**src/hw/rtl/hkm_pkg.sv**
```systemverilog
// Package for the heap k-way merge block: state encoding, field widths and
// the heap ordering function. No dependencies; every other file but hkm_ram uses it.
package hkm_pkg;

  localparam int MAX_LISTS_DEF    = 8;
  localparam int MAX_ELEMENTS_DEF = 64;

  localparam int VALUE_W = 32;
  localparam int SRC_W   = 3;
  localparam int NUML_W  = 4;
  localparam int PADDR_W = 3;
  localparam int PDATA_W = 32;

  // Register addresses (byte address, bit 2 selects the register slot).
  localparam logic REG_NUM_LISTS = 1'b0;

  typedef enum logic [3:0] {
    ST_IDLE,
    ST_BLD_RD,
    ST_BLD_WR,
    ST_HEAPIFY,
    ST_SIFT,
    ST_MERGE,
    ST_LINK,
    ST_ELEM,
    ST_UPD
  } state_t;

  // True if entry a must sit above entry b: smaller value first, and on a
  // tie the lower list number.
  function automatic logic entry_before(input logic [VALUE_W-1:0] va,
                                        input logic [SRC_W-1:0]   sa,
                                        input logic [VALUE_W-1:0] vb,
                                        input logic [SRC_W-1:0]   sb);
    if (va != vb) begin
      return $signed(va) < $signed(vb);
    end
    return sa < sb;
  endfunction

endpackage

```
**src/hw/rtl/hkm_in_if.sv**
```systemverilog
// Input channel of the heap k-way merge block: valid/ready plus one element.
// Depends on hkm_pkg for the field widths.
interface hkm_in_if;
  logic                         valid;
  logic                         ready;
  logic [hkm_pkg::SRC_W-1:0]    list_id;
  logic [hkm_pkg::VALUE_W-1:0]  value;
  logic                         final_req;

  modport source (output valid, list_id, value, final_req, input ready);
  modport sink   (input valid, list_id, value, final_req, output ready);
endinterface

```
**src/hw/rtl/hkm_out_if.sv**
```systemverilog
// Output channel of the heap k-way merge block: valid/ready plus one result.
// Depends on hkm_pkg for the field widths.
interface hkm_out_if;
  logic                         valid;
  logic                         ready;
  logic [hkm_pkg::VALUE_W-1:0]  merged_value;
  logic [hkm_pkg::SRC_W-1:0]    source_list;
  logic                         last;
  logic                         overflow;

  modport source (output valid, merged_value, source_list, last, overflow, input ready);
  modport sink   (input valid, merged_value, source_list, last, overflow, output ready);
endinterface

```
**src/hw/rtl/hkm_ram.sv**
```systemverilog
// Simple dual-port synchronous RAM, one write and one registered read port.
// No dependencies.
module hkm_ram #(
  parameter int W     = 32,
  parameter int DEPTH = 64
) (
  input  logic                     clk,
  input  logic                     we,
  input  logic [$clog2(DEPTH)-1:0] waddr,
  input  logic [W-1:0]             wdata,
  input  logic [$clog2(DEPTH)-1:0] raddr,
  output logic [W-1:0]             rdata
);
  logic [W-1:0] mem [DEPTH];

  always_ff @(posedge clk) begin
    if (we) begin
      mem[waddr] <= wdata;
    end
    rdata <= mem[raddr];
  end
endmodule

```
**src/hw/rtl/hkm_cfg.sv**
```systemverilog
// APB register slice holding num_lists; also gives the effective list count
// saturated to the list capacity. Depends on hkm_pkg.
module hkm_cfg #(
  parameter int MAX_LISTS = hkm_pkg::MAX_LISTS_DEF
) (
  input  logic                          clk,
  input  logic                          rst,
  input  logic                          psel,
  input  logic                          penable,
  input  logic                          pwrite,
  input  logic [hkm_pkg::PADDR_W-1:0]   paddr,
  input  logic [hkm_pkg::PDATA_W-1:0]   pwdata,
  output logic [hkm_pkg::PDATA_W-1:0]   prdata,
  output logic                          pready,
  output logic [$clog2(MAX_LISTS):0]    lists
);
  logic [hkm_pkg::NUML_W-1:0] num_lists;

  always_ff @(posedge clk) begin
    if (rst) begin
      num_lists <= hkm_pkg::NUML_W'(1);
    end else if (psel && penable && pwrite && paddr[2] == hkm_pkg::REG_NUM_LISTS) begin
      num_lists <= pwdata[hkm_pkg::NUML_W-1:0];
    end
  end

  assign pready = 1'b1;
  assign prdata = (paddr[2] == hkm_pkg::REG_NUM_LISTS) ?
                  hkm_pkg::PDATA_W'(num_lists) : '0;
  assign lists  = (int'(num_lists) > MAX_LISTS) ? ($clog2(MAX_LISTS)+1)'(MAX_LISTS)
                                                : ($clog2(MAX_LISTS)+1)'(num_lists);
endmodule

```
**src/hw/rtl/heap_k_way_merge.sv**
```systemverilog
// Top level of the heap k-way merge block: load sequencer, heap build and
// merge engine. Depends on hkm_pkg, hkm_in_if, hkm_out_if, hkm_ram, hkm_cfg.
//
// Usage: elements arrive on the in_ch word channel, each tagged with its list
// number; every list must arrive in ascending order, lists may interleave.
// A taken load word is written into the element memory, chained behind
// the previous element of its list. The word with final_req set is
// loaded too and then starts the merge; no further input word is taken
// until the merge finishes. The merge first builds a min-heap over the
// heads of the lists: for each list a memory read, then for a non-empty
// list a heap write; then heapify. Each merged word is emitted; when its
// list has more elements, the engine follows the link memory and reads
// the element memory into the root, else the last heap entry moves up
// into the root; a sift-down then moves it down one heap level per step
// (at most log2 of the list count) to its place. Results leave on
// out_ch in ascending order, ties to the lower list; the last word of a merge
// carries last, and every word carries overflow if any element was dropped
// (bad list number or memory full). A stalled receiver stops the engine with
// the pending word held in the output register. Reset clears all control
// state and sets num_lists to 1; the memories need no clearing. After a merge
// all list state clears, num_lists keeps its value.
module heap_k_way_merge #(
  parameter int MAX_LISTS    = hkm_pkg::MAX_LISTS_DEF,
  parameter int MAX_ELEMENTS = hkm_pkg::MAX_ELEMENTS_DEF
) (
  input  logic                         clk,
  input  logic                         rst,
  hkm_in_if.sink                       in_ch,
  hkm_out_if.source                    out_ch,
  input  logic                         psel,
  input  logic                         penable,
  input  logic                         pwrite,
  input  logic [hkm_pkg::PADDR_W-1:0]  paddr,
  input  logic [hkm_pkg::PDATA_W-1:0]  pwdata,
  output logic [hkm_pkg::PDATA_W-1:0]  prdata,
  output logic                         pready
);
  localparam int LW = $clog2(MAX_LISTS);
  localparam int AW = $clog2(MAX_ELEMENTS);
  localparam int VW = hkm_pkg::VALUE_W;
  localparam int SW = hkm_pkg::SRC_W;

  hkm_pkg::state_t state, state_next;

  logic [LW:0]   lists;
  logic [AW:0]   fill_count;
  logic          dropped_flag;
  logic [AW-1:0] list_head   [MAX_LISTS];
  logic [AW-1:0] list_tail   [MAX_LISTS];
  logic [AW:0]   list_length [MAX_LISTS];
  logic [VW-1:0] heap_value  [MAX_LISTS];
  logic [SW-1:0] heap_source [MAX_LISTS];
  logic [AW-1:0] heap_cursor [MAX_LISTS];
  logic [LW:0]   heap_size;
  logic [LW:0]   build_idx;
  logic [LW:0]   heapify_k;
  logic [LW-1:0] pos;
  logic          sift_to_merge;

  logic          out_valid;
  logic [VW-1:0] out_value;
  logic [SW-1:0] out_src;
  logic          out_last;
  logic          out_ovf;
  logic          out_free;

  logic          elem_we, link_we;
  logic [AW-1:0] elem_raddr;
  logic [VW-1:0] elem_rdata;
  logic [AW-1:0] link_rdata;

  logic          in_acc;
  logic [LW-1:0] in_idx;
  logic          in_drop;

  logic [LW+1:0] lc, rc;
  logic          use_l, use_r;
  logic [LW-1:0] m_idx, l_idx, r_idx;
  logic [LW-1:0] src_idx;
  logic [LW-1:0] bidx;
  logic          root_more;

  hkm_cfg #(.MAX_LISTS(MAX_LISTS)) u_cfg (
    .clk, .rst, .psel, .penable, .pwrite, .paddr, .pwdata, .prdata, .pready, .lists
  );

  // Element memory, addressed by load slot.
  hkm_ram #(.W(VW), .DEPTH(MAX_ELEMENTS)) u_elem (
    .clk, .we(elem_we), .waddr(fill_count[AW-1:0]), .wdata(in_ch.value),
    .raddr(elem_raddr), .rdata(elem_rdata)
  );

  // Link memory: slot of the next element of the same list.
  hkm_ram #(.W(AW), .DEPTH(MAX_ELEMENTS)) u_link (
    .clk, .we(link_we), .waddr(list_tail[in_idx]), .wdata(fill_count[AW-1:0]),
    .raddr(heap_cursor[0]), .rdata(link_rdata)
  );

  assign in_ch.ready = (state == hkm_pkg::ST_IDLE);
  assign in_acc      = in_ch.valid && in_ch.ready;
  assign in_idx      = LW'(in_ch.list_id);
  assign in_drop     = (int'(in_ch.list_id) >= int'(lists)) ||
                       (int'(fill_count) >= MAX_ELEMENTS);
  assign elem_we     = in_acc && !in_drop;
  assign link_we     = in_acc && !in_drop && (list_length[in_idx] != '0);
  assign bidx        = build_idx[LW-1:0];
  assign elem_raddr  = (state == hkm_pkg::ST_BLD_RD) ? list_head[bidx] : link_rdata;

  assign out_free    = !out_valid || out_ch.ready;
  assign src_idx     = LW'(heap_source[0]);
  assign root_more   = list_length[src_idx] > (AW+1)'(1);

  // One sift-down step: pick the smallest of the node and its two children.
  assign lc    = {1'b0, pos, 1'b1};
  assign rc    = {1'b0, pos, 1'b0} + (LW+2)'(2);
  assign l_idx = lc[LW-1:0];
  assign r_idx = rc[LW-1:0];
  assign use_l = (lc < (LW+2)'(heap_size)) &&
                 hkm_pkg::entry_before(heap_value[l_idx], heap_source[l_idx],
                                       heap_value[pos], heap_source[pos]);
  always_comb begin
    m_idx = use_l ? l_idx : pos;
    use_r = (rc < (LW+2)'(heap_size)) &&
            hkm_pkg::entry_before(heap_value[r_idx], heap_source[r_idx],
                                  heap_value[m_idx], heap_source[m_idx]);
    if (use_r) begin
      m_idx = r_idx;
    end
  end

  always_ff @(posedge clk) begin
    if (rst) begin
      state <= hkm_pkg::ST_IDLE;
    end else begin
      state <= state_next;
    end
  end

  always_comb begin
    state_next = state;
    unique case (state)
      hkm_pkg::ST_IDLE: begin
        if (in_acc && in_ch.final_req) begin
          state_next = hkm_pkg::ST_BLD_RD;
        end
      end
      hkm_pkg::ST_BLD_RD: begin
        if (build_idx == lists) begin
          state_next = hkm_pkg::ST_HEAPIFY;
        end else if (list_length[bidx] != '0) begin
          state_next = hkm_pkg::ST_BLD_WR;
        end
      end
      hkm_pkg::ST_BLD_WR: state_next = hkm_pkg::ST_BLD_RD;
      hkm_pkg::ST_HEAPIFY: begin
        state_next = (heapify_k == '0) ? hkm_pkg::ST_MERGE : hkm_pkg::ST_SIFT;
      end
      hkm_pkg::ST_SIFT: begin
        if (m_idx == pos) begin
          state_next = sift_to_merge ? hkm_pkg::ST_MERGE : hkm_pkg::ST_HEAPIFY;
        end
      end
      hkm_pkg::ST_MERGE: begin
        if (heap_size == '0) begin
          state_next = hkm_pkg::ST_IDLE;
        end else if (out_free) begin
          state_next = root_more ? hkm_pkg::ST_LINK : hkm_pkg::ST_SIFT;
        end
      end
      hkm_pkg::ST_LINK: state_next = hkm_pkg::ST_ELEM;
      hkm_pkg::ST_ELEM: state_next = hkm_pkg::ST_UPD;
      hkm_pkg::ST_UPD:  state_next = hkm_pkg::ST_SIFT;
      default:          state_next = hkm_pkg::ST_IDLE;
    endcase
  end

  // Control counters and flags.
  always_ff @(posedge clk) begin
    if (rst) begin
      fill_count   <= '0;
      dropped_flag <= 1'b0;
      heap_size    <= '0;
      out_valid    <= 1'b0;
      for (int i = 0; i < MAX_LISTS; i++) begin
        list_length[i] <= '0;
      end
    end else begin
      // A new word enters the output register when the engine emits one;
      // otherwise a taken word leaves it.
      if (state == hkm_pkg::ST_MERGE && heap_size != '0 && out_free) begin
        out_valid <= 1'b1;
      end else if (out_ch.ready) begin
        out_valid <= 1'b0;
      end
      case (state)
        hkm_pkg::ST_IDLE: begin
          if (in_acc) begin
            if (in_drop) begin
              dropped_flag <= 1'b1;
            end else begin
              list_length[in_idx] <= list_length[in_idx] + (AW+1)'(1);
              fill_count          <= fill_count + (AW+1)'(1);
            end
            if (in_ch.final_req) begin
              heap_size <= '0;
            end
          end
        end
        hkm_pkg::ST_BLD_WR: heap_size <= heap_size + (LW+1)'(1);
        hkm_pkg::ST_MERGE: begin
          if (heap_size == '0) begin
            fill_count   <= '0;
            dropped_flag <= 1'b0;
            for (int i = 0; i < MAX_LISTS; i++) begin
              list_length[i] <= '0;
            end
          end else if (out_free) begin
            if (!root_more) begin
              list_length[src_idx] <= '0;
              heap_size            <= heap_size - (LW+1)'(1);
            end
          end
        end
        hkm_pkg::ST_UPD: list_length[src_idx] <= list_length[src_idx] - (AW+1)'(1);
        default: ;
      endcase
    end
  end

  // Datapath: list pointers, heap entries and the output register.
  always_ff @(posedge clk) begin
    case (state)
      hkm_pkg::ST_IDLE: begin
        if (in_acc && !in_drop) begin
          if (list_length[in_idx] == '0) begin
            list_head[in_idx] <= fill_count[AW-1:0];
          end
          list_tail[in_idx] <= fill_count[AW-1:0];
        end
        build_idx <= '0;
      end
      hkm_pkg::ST_BLD_RD: begin
        if (build_idx == lists) begin
          heapify_k <= heap_size >> 1;
        end else if (list_length[bidx] == '0) begin
          build_idx <= build_idx + (LW+1)'(1);
        end
      end
      hkm_pkg::ST_BLD_WR: begin
        heap_value[heap_size[LW-1:0]]  <= elem_rdata;
        heap_source[heap_size[LW-1:0]] <= SW'(build_idx);
        heap_cursor[heap_size[LW-1:0]] <= list_head[bidx];
        build_idx                      <= build_idx + (LW+1)'(1);
      end
      hkm_pkg::ST_HEAPIFY: begin
        if (heapify_k != '0) begin
          pos           <= LW'(heapify_k - (LW+1)'(1));
          heapify_k     <= heapify_k - (LW+1)'(1);
          sift_to_merge <= 1'b0;
        end
      end
      hkm_pkg::ST_SIFT: begin
        if (m_idx != pos) begin
          heap_value[pos]    <= heap_value[m_idx];
          heap_source[pos]   <= heap_source[m_idx];
          heap_cursor[pos]   <= heap_cursor[m_idx];
          heap_value[m_idx]  <= heap_value[pos];
          heap_source[m_idx] <= heap_source[pos];
          heap_cursor[m_idx] <= heap_cursor[pos];
          pos                <= m_idx;
        end
      end
      hkm_pkg::ST_MERGE: begin
        if (heap_size != '0 && out_free) begin
          out_value     <= heap_value[0];
          out_src       <= heap_source[0];
          out_ovf       <= dropped_flag;
          out_last      <= !root_more && (heap_size == (LW+1)'(1));
          pos           <= '0;
          sift_to_merge <= 1'b1;
          if (!root_more) begin
            // The last heap entry moves up into the root.
            heap_value[0]  <= heap_value[LW'(heap_size - (LW+1)'(1))];
            heap_source[0] <= heap_source[LW'(heap_size - (LW+1)'(1))];
            heap_cursor[0] <= heap_cursor[LW'(heap_size - (LW+1)'(1))];
          end
        end
      end
      hkm_pkg::ST_UPD: begin
        heap_value[0]  <= elem_rdata;
        heap_cursor[0] <= link_rdata;
        pos            <= '0;
      end
      default: ;
    endcase
  end

  assign out_ch.valid        = out_valid;
  assign out_ch.merged_value = out_value;
  assign out_ch.source_list  = out_src;
  assign out_ch.last         = out_last;
  assign out_ch.overflow     = out_ovf;

  // The load never runs past the element memory.
  a_fill_bound: assert property (@(posedge clk) disable iff (rst)
    int'(fill_count) <= MAX_ELEMENTS)
    else $error("fill count exceeds element capacity");

  // The heap never holds more entries than lists.
  a_heap_bound: assert property (@(posedge clk) disable iff (rst)
    heap_size <= lists)
    else $error("heap larger than list count");

  // A sift step works on a node inside the heap, unless the heap has emptied.
  a_sift_pos: assert property (@(posedge clk) disable iff (rst)
    state == hkm_pkg::ST_SIFT |-> (LW+1)'(pos) < heap_size || heap_size == '0)
    else $error("sift position outside heap");

  // Returning to idle from the merge leaves the load state cleared.
  a_clear: assert property (@(posedge clk) disable iff (rst)
    state == hkm_pkg::ST_IDLE && $past(state) == hkm_pkg::ST_MERGE
    |-> fill_count == '0 && !dropped_flag)
    else $error("load state not cleared after merge");

  // A result is only produced while the heap holds entries.
  a_emit: assert property (@(posedge clk) disable iff (rst)
    $rose(out_valid) |-> $past(state) == hkm_pkg::ST_MERGE)
    else $error("result word produced outside merge");
endmodule

```
**src/flat_wrapper.sv**
```systemverilog
// flat-port wrapper written by rule: the top's interface ports become plain ports
module heap_k_way_merge_flat 
#(
  parameter int MAX_LISTS    = hkm_pkg::MAX_LISTS_DEF,
  parameter int MAX_ELEMENTS = hkm_pkg::MAX_ELEMENTS_DEF
)
  (clk, rst, psel, penable, pwrite, paddr, pwdata, prdata, pready, in_ch_valid, in_ch_list_id, in_ch_value, in_ch_final_req, in_ch_ready, out_ch_valid, out_ch_merged_value, out_ch_source_list, out_ch_last, out_ch_overflow, out_ch_ready);
  hkm_in_if in_ch_i ();
  hkm_out_if out_ch_i ();
  input  logic clk;
  input  logic rst;
  input  logic psel;
  input  logic penable;
  input  logic pwrite;
  input  logic [hkm_pkg::PADDR_W-1:0] paddr;
  input  logic [hkm_pkg::PDATA_W-1:0] pwdata;
  output logic [hkm_pkg::PDATA_W-1:0] prdata;
  output logic pready;
  input wire logic [$bits(in_ch_i.valid)-1:0] in_ch_valid;
  input wire logic [$bits(in_ch_i.list_id)-1:0] in_ch_list_id;
  input wire logic [$bits(in_ch_i.value)-1:0] in_ch_value;
  input wire logic [$bits(in_ch_i.final_req)-1:0] in_ch_final_req;
  output wire logic [$bits(in_ch_i.ready)-1:0] in_ch_ready;
  output wire logic [$bits(out_ch_i.valid)-1:0] out_ch_valid;
  output wire logic [$bits(out_ch_i.merged_value)-1:0] out_ch_merged_value;
  output wire logic [$bits(out_ch_i.source_list)-1:0] out_ch_source_list;
  output wire logic [$bits(out_ch_i.last)-1:0] out_ch_last;
  output wire logic [$bits(out_ch_i.overflow)-1:0] out_ch_overflow;
  input wire logic [$bits(out_ch_i.ready)-1:0] out_ch_ready;
  assign in_ch_i.valid = in_ch_valid;
  assign in_ch_i.list_id = in_ch_list_id;
  assign in_ch_i.value = in_ch_value;
  assign in_ch_i.final_req = in_ch_final_req;
  assign in_ch_ready = in_ch_i.ready;
  assign out_ch_valid = out_ch_i.valid;
  assign out_ch_merged_value = out_ch_i.merged_value;
  assign out_ch_source_list = out_ch_i.source_list;
  assign out_ch_last = out_ch_i.last;
  assign out_ch_overflow = out_ch_i.overflow;
  assign out_ch_i.ready = out_ch_ready;
  heap_k_way_merge #(.MAX_LISTS(MAX_LISTS), .MAX_ELEMENTS(MAX_ELEMENTS)) u_core (.clk(clk), .rst(rst), .in_ch(in_ch_i), .out_ch(out_ch_i), .psel(psel), .penable(penable), .pwrite(pwrite), .paddr(paddr), .pwdata(pwdata), .prdata(prdata), .pready(pready));
endmodule
```
**config.mk**
```make
export PLATFORM = sky130hd
export DESIGN_NAME = heap_k_way_merge_flat
export DESIGN_NICKNAME = d
export VERILOG_FILES = /design/src/hw/rtl/hkm_pkg.sv /design/src/hw/rtl/hkm_in_if.sv /design/src/hw/rtl/hkm_out_if.sv /design/src/hw/rtl/hkm_ram.sv /design/src/hw/rtl/hkm_cfg.sv /design/src/hw/rtl/heap_k_way_merge.sv /design/src/flat_wrapper.sv
export SDC_FILE = /design/constraint.sdc
export NUM_CORES = 2
export LEC_CHECK = 0
export BUFFER_PORTS_ARGS = -buffer_cell sky130_fd_sc_hd__buf_2
export CAP_MARGIN = 40
export CELL_PAD_IN_SITES_DETAIL_PLACEMENT = 0
export CELL_PAD_IN_SITES_GLOBAL_PLACEMENT = 1
export CORE_MARGIN = 2
export CORE_UTILIZATION = 50
export DETAILED_ROUTE_END_ITERATION = 8
export PLACE_DENSITY = 0.74
export SLEW_MARGIN = 5
export SYNTH_ARGS = -nofsm -noshare
export SYNTH_HDL_FRONTEND = slang
export SYNTH_SLANG_ARGS = --single-unit
export TNS_END_PERCENT = 10
```
**constraint.sdc**
```tcl
create_clock -name clk -period 12.65 [get_ports clk]
set_input_delay 2.53 -clock clk [delete_from_list [all_inputs] [get_ports clk]]
set_output_delay 2.53 -clock clk [all_outputs]
set_load 0.05 [all_outputs]
```
# Word-level counts from Yosys, hierarchy flattened
# Memories as Yosys holds them, arrays and structs flattened. A register that Yosys moved wholly into a read port is not among the register bits.
# Cells that the tools add are included.
# W data, S select, Z words.
[totals]
reg_bits = 38
input_bits = 78
ramBits = 2912
elab_cells = 265
mem_count = 8
out_inout_bits = 72
[classes]
addsub = 8
n_lt_le_gt_ge = 10
eq_ne = 32
bitwise = 12
mux = 131
n_reduce_logical = 51
[memory_table]
columns = ["name", "words", "width", "read_ports", "rd_ports_with_merged_regs", "wr", "line", "source"]
rows = [
  ["u_core.u_elem.mem", 64, 32, 1, 1, 1, "hkm_ram.sv:14", "logic [W-1:0] mem [DEPTH];"],
  ["u_core.u_link.mem", 64, 6, 1, 1, 1, "hkm_ram.sv:14", ""],
  ["u_core.heap_value", 8, 32, 7, 3, 2, "heap_k_way_merge.sv:51", "logic [VW-1:0] heap_value [MAX_LISTS];"],
  ["u_core.list_length", 8, 7, 3, 1, 8, "heap_k_way_merge.sv:50", "logic [AW:0] list_length [MAX_LISTS];"],
  ["u_core.heap_cursor", 8, 6, 4, 1, 2, "heap_k_way_merge.sv:53", "logic [AW-1:0] heap_cursor [MAX_LISTS];"],
  ["u_core.list_head", 8, 6, 1, 1, 1, "heap_k_way_merge.sv:48", "logic [AW-1:0] list_head [MAX_LISTS];"],
  ["2 more memories", "n/a", "n/a", "n/a", "n/a", "n/a", "n/a", ""],
]
[ops]
columns = ["op", "n"]
rows = [
  ["$mux W7", 14],
  ["$mux W32", 3],
  ["$mux W3", 23],
  ["$mux W4", 17],
  ["$lt A32 B32 Y1", 2],
  ["$ne A32 B32 Y1", 2],
  ["$reduce_or A32 Y1", 2],
  ["$mux W1", 61],
  ["$pmux W4 S9", 1],
  ["$mux W6", 4],
  ["$ne A2 B2 Y1 const B", 12],
  ["$pmux W4 S3", 2],
  ["$eq A4 B3 Y1 const B", 4],
  ["$reduce_and A4 Y1", 4],
  ["$add A7 B1 Y7 const B", 2],
  ["$logic_not A7 Y1", 2],
  ["$pmux W7 S2", 1],
  ["$reduce_bool A7 Y1", 2],
  ["$reduce_or A7 Y1", 2],
  ["$logic_and A1 B1 Y1", 13],
  ["$logic_not A4 Y1", 3],
  ["$pmux W3 S4", 1],
  ["$reduce_bool A4 Y1", 3],
  ["$reduce_or A6 Y1", 2],
  ["33 further kinds", 62],
]

# Logic depth before layout (Yosys ltp)
# An unclocked memory read counts as a cell.
[logic_depth]
ltp_word = 18
depth_mapped = 39
ltp_nobuf = 30

# Modules after synthesis
# Synthesis repeated with hierarchy kept, for this count alone.
[hier_totals]
hier_cells = 7532
area_unflattened_um2 = 133354.1
[by_module_without_submodules]
columns = ["module", "instances", "area_each_um2", "cells_per_inst"]
rows = [
  ["hkm_ram (u_core.u_elem)", 1, 78515.3, 3324],
  ["heap_k_way_merge", 1, 39143.8, 3431],
  ["hkm_ram (u_core.u_link)", 1, 15225.9, 720],
  ["hkm_cfg", 1, 469.2, 57],
]

# Least setup slack after synthesis
# No wires, ideal clock.
[synth_path]
path_type = "register -> register"
from = "reg (tool-made name)"
to = "mem u_core.heap_cursor[6][0] (netlist name), enable pin"
period_less_slack_ns = 11.899
path_buffers = 11
arrival_ns = 11.413
stages_incl_launch_ff = 38
setup_slack_ns = 0.751
required_time_ns = 12.164
cell_sequence = "dfxtp_1 > clkbuf_1 > clkbuf_1 > clkbuf_1 > clkbuf_1 > buf_1 > mux4_2 > ha_1 > a21oi_1 > nand2_1 > a221o_1 > o31ai_1 > a31o_2 > clkbuf_1 > nor3_1 > a21oi_1 > buf_1 > clkbuf_1 > [... 2 more ...] > nand3_1 > a31oi_1 > ha_1 > and3_1 > nand4_1 > nor2_1 > a311oi_1 > nand3_1 > or4b_1 > a31oi_1 > nand2_1 > nor3_1 > or2_1 > buf_2 > buf_2 > a32o_1 > nand2_1 > o21ai_0"
[synth_lines]
columns = ["element", "line"]
rows = [
  ["end, declared", "heap_k_way_merge.sv:53"],
]

==> run metrics <==
status=completed; fin area=0.1502 mm²; number of flops mapped to enable cells by yosys=2961; die height=519.1 µm; syn_area_per_cell=17.71 µm²; Yosys warning total=0; minimum clock period=around 11000 ps; post-synth top area share=67.02%; Switching Power=8.046 mW; DRT antenna net count=0; Worst-path clk slew=60 ps; die width=approximately 520 µm; critical path class=register to register; CTS buffer count=approximately 320; DR iter-0 viols=9687; Avg WL per Cell=around 33 µm; CTS tree=built; worst hold slack=486.2 ps; final wirelength=roughly 380000 µm; FFs w/ async S/R, synth=0%; switching share of power=29.05%; Die ar.=roughly 0.27 mm²; Max Transition Viols Final=0; CP arrival=approximately 12000 ps; number of global-route vias before repair=75760; via/cell ratio=6.604; post-synth top area cell=edfxtp_1; synthesized flop and latch total=3026; Worst Setup Start Kind=register; Sinks on Clock Net=a little over 3000; number of port buffers=90; H-Tree Depth=5; Max Buffers Root-to-Sink=4; CP required=approximately 13000 ps; Worst Clk Skew=around 59 ps; sequential fraction of the synthesis area=between 60% and 70%; Worst slew margin=approximately a third; Setup TNS=0 ps; synth top area cells=edfxtp_1 67%, mux4_2 16%, mux2i_1 3.0%; Final Wtd Congestion=just over 0.9; PostCTS Resize Cnt=0; initial cell density of the core=50.13%; DR pass1 iterations=7; Layout area overhead=13.19%; Post-synth top flop=edfxtp_1; Fin. Hold Viols=0; Post-CTS Setup Inserts=0; global-route wire length before repair=537400 µm; Max Fclk=between 80 and 90 MHz; Reg power frac=between 40% and 50%; Hold Path Class=register to register; CP peak stage delay=between 700 and 800 ps; Least-Margin Pin Slew=1000 ps; Clock Latency Late Sink=880 ps; share of layout cells above drive strength 1=around a quarter; row cnt=between 150 and 200; Clk Tree Root Cell=clkbuf_16; Tcrit/Tclk final=about 89%; Peak VDD IR=between 0.00015 and 0.0002 V; IO Count=150; Post-Synthesis Cell Area=around 0.13 mm²; most used cell, CP=buf_4; total gr overflow=0; core area=around 0.26 mm²; Crit. End Element=register; Leakage Power=around 50 nW; Max Cap Viol=0; initial antenna violation count=14; placed inst area=0.1397 mm²; combinational power share=roughly 25%; DRC errors left=0; fillcell total=roughly 20000; Setup Viol. Count Final=0; Hold Buf Count CTS=0; clock share of power=about 34%; RSZ-0062 raised after global routing=false; Total GRT Usage=around 28%; CP max-delay cell=dfxtp_4; Via Count=about 76000; Worst Path Max Fanout=38; Int Pwr=roughly 20 mW; pin count of the biggest net entering global routing=approximately 110; pwr dens=~180 mW/mm²; Post-Syn Instances=~7500; DP HPWL=approximately 220000 µm; Final nets=around 7900; synth unique cells=85
layout by cell type (no fill, tap or decap), types with 19 or more instances in the layout:
| cell type | netlist | layout |
|---|---|---|
| a21oi_1 | 250 | 245 |
| edfxtp_1 | 2961 | 2961 |
| conb_1 | 2 | 29 |
| o211ai_1 | 23 | 23 |
| clkbuf_1 | 355 | 70 |
| a211oi_1 | 264 | 263 |
| nor2b_1 | 150 | 150 |
| mux2i_1 | 391 | 391 |
| dfxtp_1 | 65 | 55 |
| buf_4 | 31 | 277 |
| nor3_1 | 39 | 34 |
| a21o_1 | 93 | 92 |
| a221oi_1 | 31 | 31 |
| mux4_2 | 914 | 914 |
| o21ai_1 | 110 | 107 |
| clkbuf_16 | 0 | 330 |
| nand2_1 | 406 | 394 |
| bufinv_16 | 0 | 33 |
| clkinv_1 | 1 | 59 |
| inv_1 | 37 | 37 |
| o21ai_0 | 115 | 109 |
| clkinv_2 | 0 | 50 |
| nand3_1 | 48 | 48 |
| nor2_4 | 0 | 66 |
| buf_12 | 0 | 51 |
| a221o_1 | 28 | 28 |
| mux2_2 | 21 | 21 |
| a31oi_1 | 43 | 43 |
| nor2_1 | 414 | 346 |
| a22oi_1 | 95 | 95 |
| and3_1 | 32 | 31 |
| o22ai_1 | 38 | 37 |
| and2_1 | 19 | 19 |
| buf_2 | 53 | 140 |
| ha_1 | 89 | 87 |
cells by family after synthesis:
group	share of synthesized area, %
DFF	68.00
muxes	18.66
AOI/OAI and AO/OA	6.396
and+or+nand+nor	4.126
buffers and inverters	1.819
adders and majority gates	0.8394
xor gates and xnor gates	0.1518
other	0.005661
registers in the layout, summed over array words and instances, names as in the netlist, 4 cells and up, named ones only:
| signal | flops |
|---|---|
| u_core.heapify_k | 4 |
| u_core.heap_cursor | 48 |
| u_core.list_head | 48 |
| u_core.list_length | 56 |
| u_core.state | 4 |
| u_core.fill_count | 7 |
| u_core.u_elem.rdata | 32 |
| u_core.u_elem.mem | 2048 |
| u_core.u_cfg.num_lists | 4 |
| u_core.heap_value | 256 |
| u_core.build_idx | 4 |
| u_core.heap_source | 24 |
| u_core.out_ch.merged_value | 32 |
| u_core.heap_size | 4 |
| u_core.list_tail | 48 |
| u_core.u_link.rdata | 6 |
| u_core.u_link.mem | 384 |
cells in the mapped netlist, drive strengths merged (5+ instances only):
| cell | instances |
|---|---|
| ha | 89 |
| a221oi | 31 |
| o2bb2ai | 10 |
| nand3b | 9 |
| inv | 37 |
| o22ai | 40 |
| dfxtp | 65 |
| a211o | 5 |
| a21oi | 255 |
| and3 | 32 |
| buf | 194 |
| nor2b | 150 |
| o31ai | 10 |
| xor2 | 10 |
| a31oi | 53 |
| o221ai | 14 |
| edfxtp | 2961 |
| nor4 | 20 |
| a41o | 5 |
| o211ai | 23 |
| nand2 | 407 |
| a22o | 8 |
| nor3 | 39 |
| a222oi | 7 |
| nand3 | 48 |
| mux2i | 391 |
| nand4 | 18 |
| a311oi | 11 |
| a22oi | 95 |
| a211oi | 264 |
| nor2 | 415 |
| or3 | 14 |
| a221o | 28 |
| clkbuf | 356 |
| and2 | 20 |
| a32oi | 6 |
| o21ai | 232 |
| nand2b | 16 |
| mux2 | 22 |
| a31o | 10 |
| mux4 | 914 |
| xnor2 | 13 |
| a21o | 93 |
layout make-up:
cell class | count | area, µm² | share of cell area [%]
timing repair buffer | 481 | 4031 | 2.685
inverter | 38 | 142.6 | 0.09499
clock inverter | 168 | 1765 | 1.176
clock buffer | 403 | 8562 | 5.702
sequential | 3026 | 90240 | 60.09
tap | 3533 | 4420 | 2.944
antenna | 8 | 20.02 | 0.01333
multi-input combinational | 3904 | 40990 | 27.29
metal layers:
| metal | part of all wire (%) | global-route usage [%] | up-vias |
|---|---|---|---|
| li1 | - | - | 31410 |
| met1 | 39 | 37.93 | 39900 |
| met2 | 48 | 44.03 | 4182 |
| met3 | 9.1 | 4.902 | 845 |
| met4 | 4.3 | 10.50 | 8 |
| met5 | 0.012 | 0 | - |
per-stage QoR:
step / setup slack, ps / power (mW) / utilization, % / std cells
2_1_floorplan: 750.9 / 16.19 / - / 7518
3_3_place_gp: 1771 / 18.41 / 52.62 / 10910
3_5_place_dp: 1710 / 18.57 / 52.80 / 10980
4_1_cts: 1656 / 27.84 / 56.71 / 11550
5_1_grt: 995.4 / 28.62 / 56.74 / 11560
6_report: 1380 / 27.70 / 56.75 / 11560
final timing paths:
kind                                               start                                endpoint  slack, ps  cells after the start
hold / removal    u_core.u_cfg.num_lists[0]$_SDFFE_PP1P_  u_core.u_cfg.num_lists[0]$_SDFFE_PP1P_        490                      1
setup / recovery                                register      u_core.heap_source[3][0]$_DFFE_PP_       1380                     32
hold reg to reg   u_core.u_cfg.num_lists[0]$_SDFFE_PP1P_  u_core.u_cfg.num_lists[0]$_SDFFE_PP1P_        490                      1
setup reg to reg                                register      u_core.heap_source[3][0]$_DFFE_PP_       1380                     32
critical path: cells and delay by family, from the launching register on:
kind | cells | cell delay, ps
AND/OR/NAND/NOR | 13 | 3820
AO/OA/AOI/OAI | 10 | 2860
buffers and inverters | 5 | 1630
multiplexers | 2 | 1220
flip-flops | 1 | 740
adder cells (fa/ha/maj) | 2 | 570
power groups by stage:
stage,combinational [mW],sequential [mW],clock (mW)
after CTS,6.95,11.4,9.45
after floorplan,4.68,11.5,0
final,6.92,11.4,9.33
after global routing,7.34,11.4,9.84
after global placement,6.76,11.6,0
after detailed placement,6.92,11.6,0
Note: power is estimated with default switching activity, not from simulation.
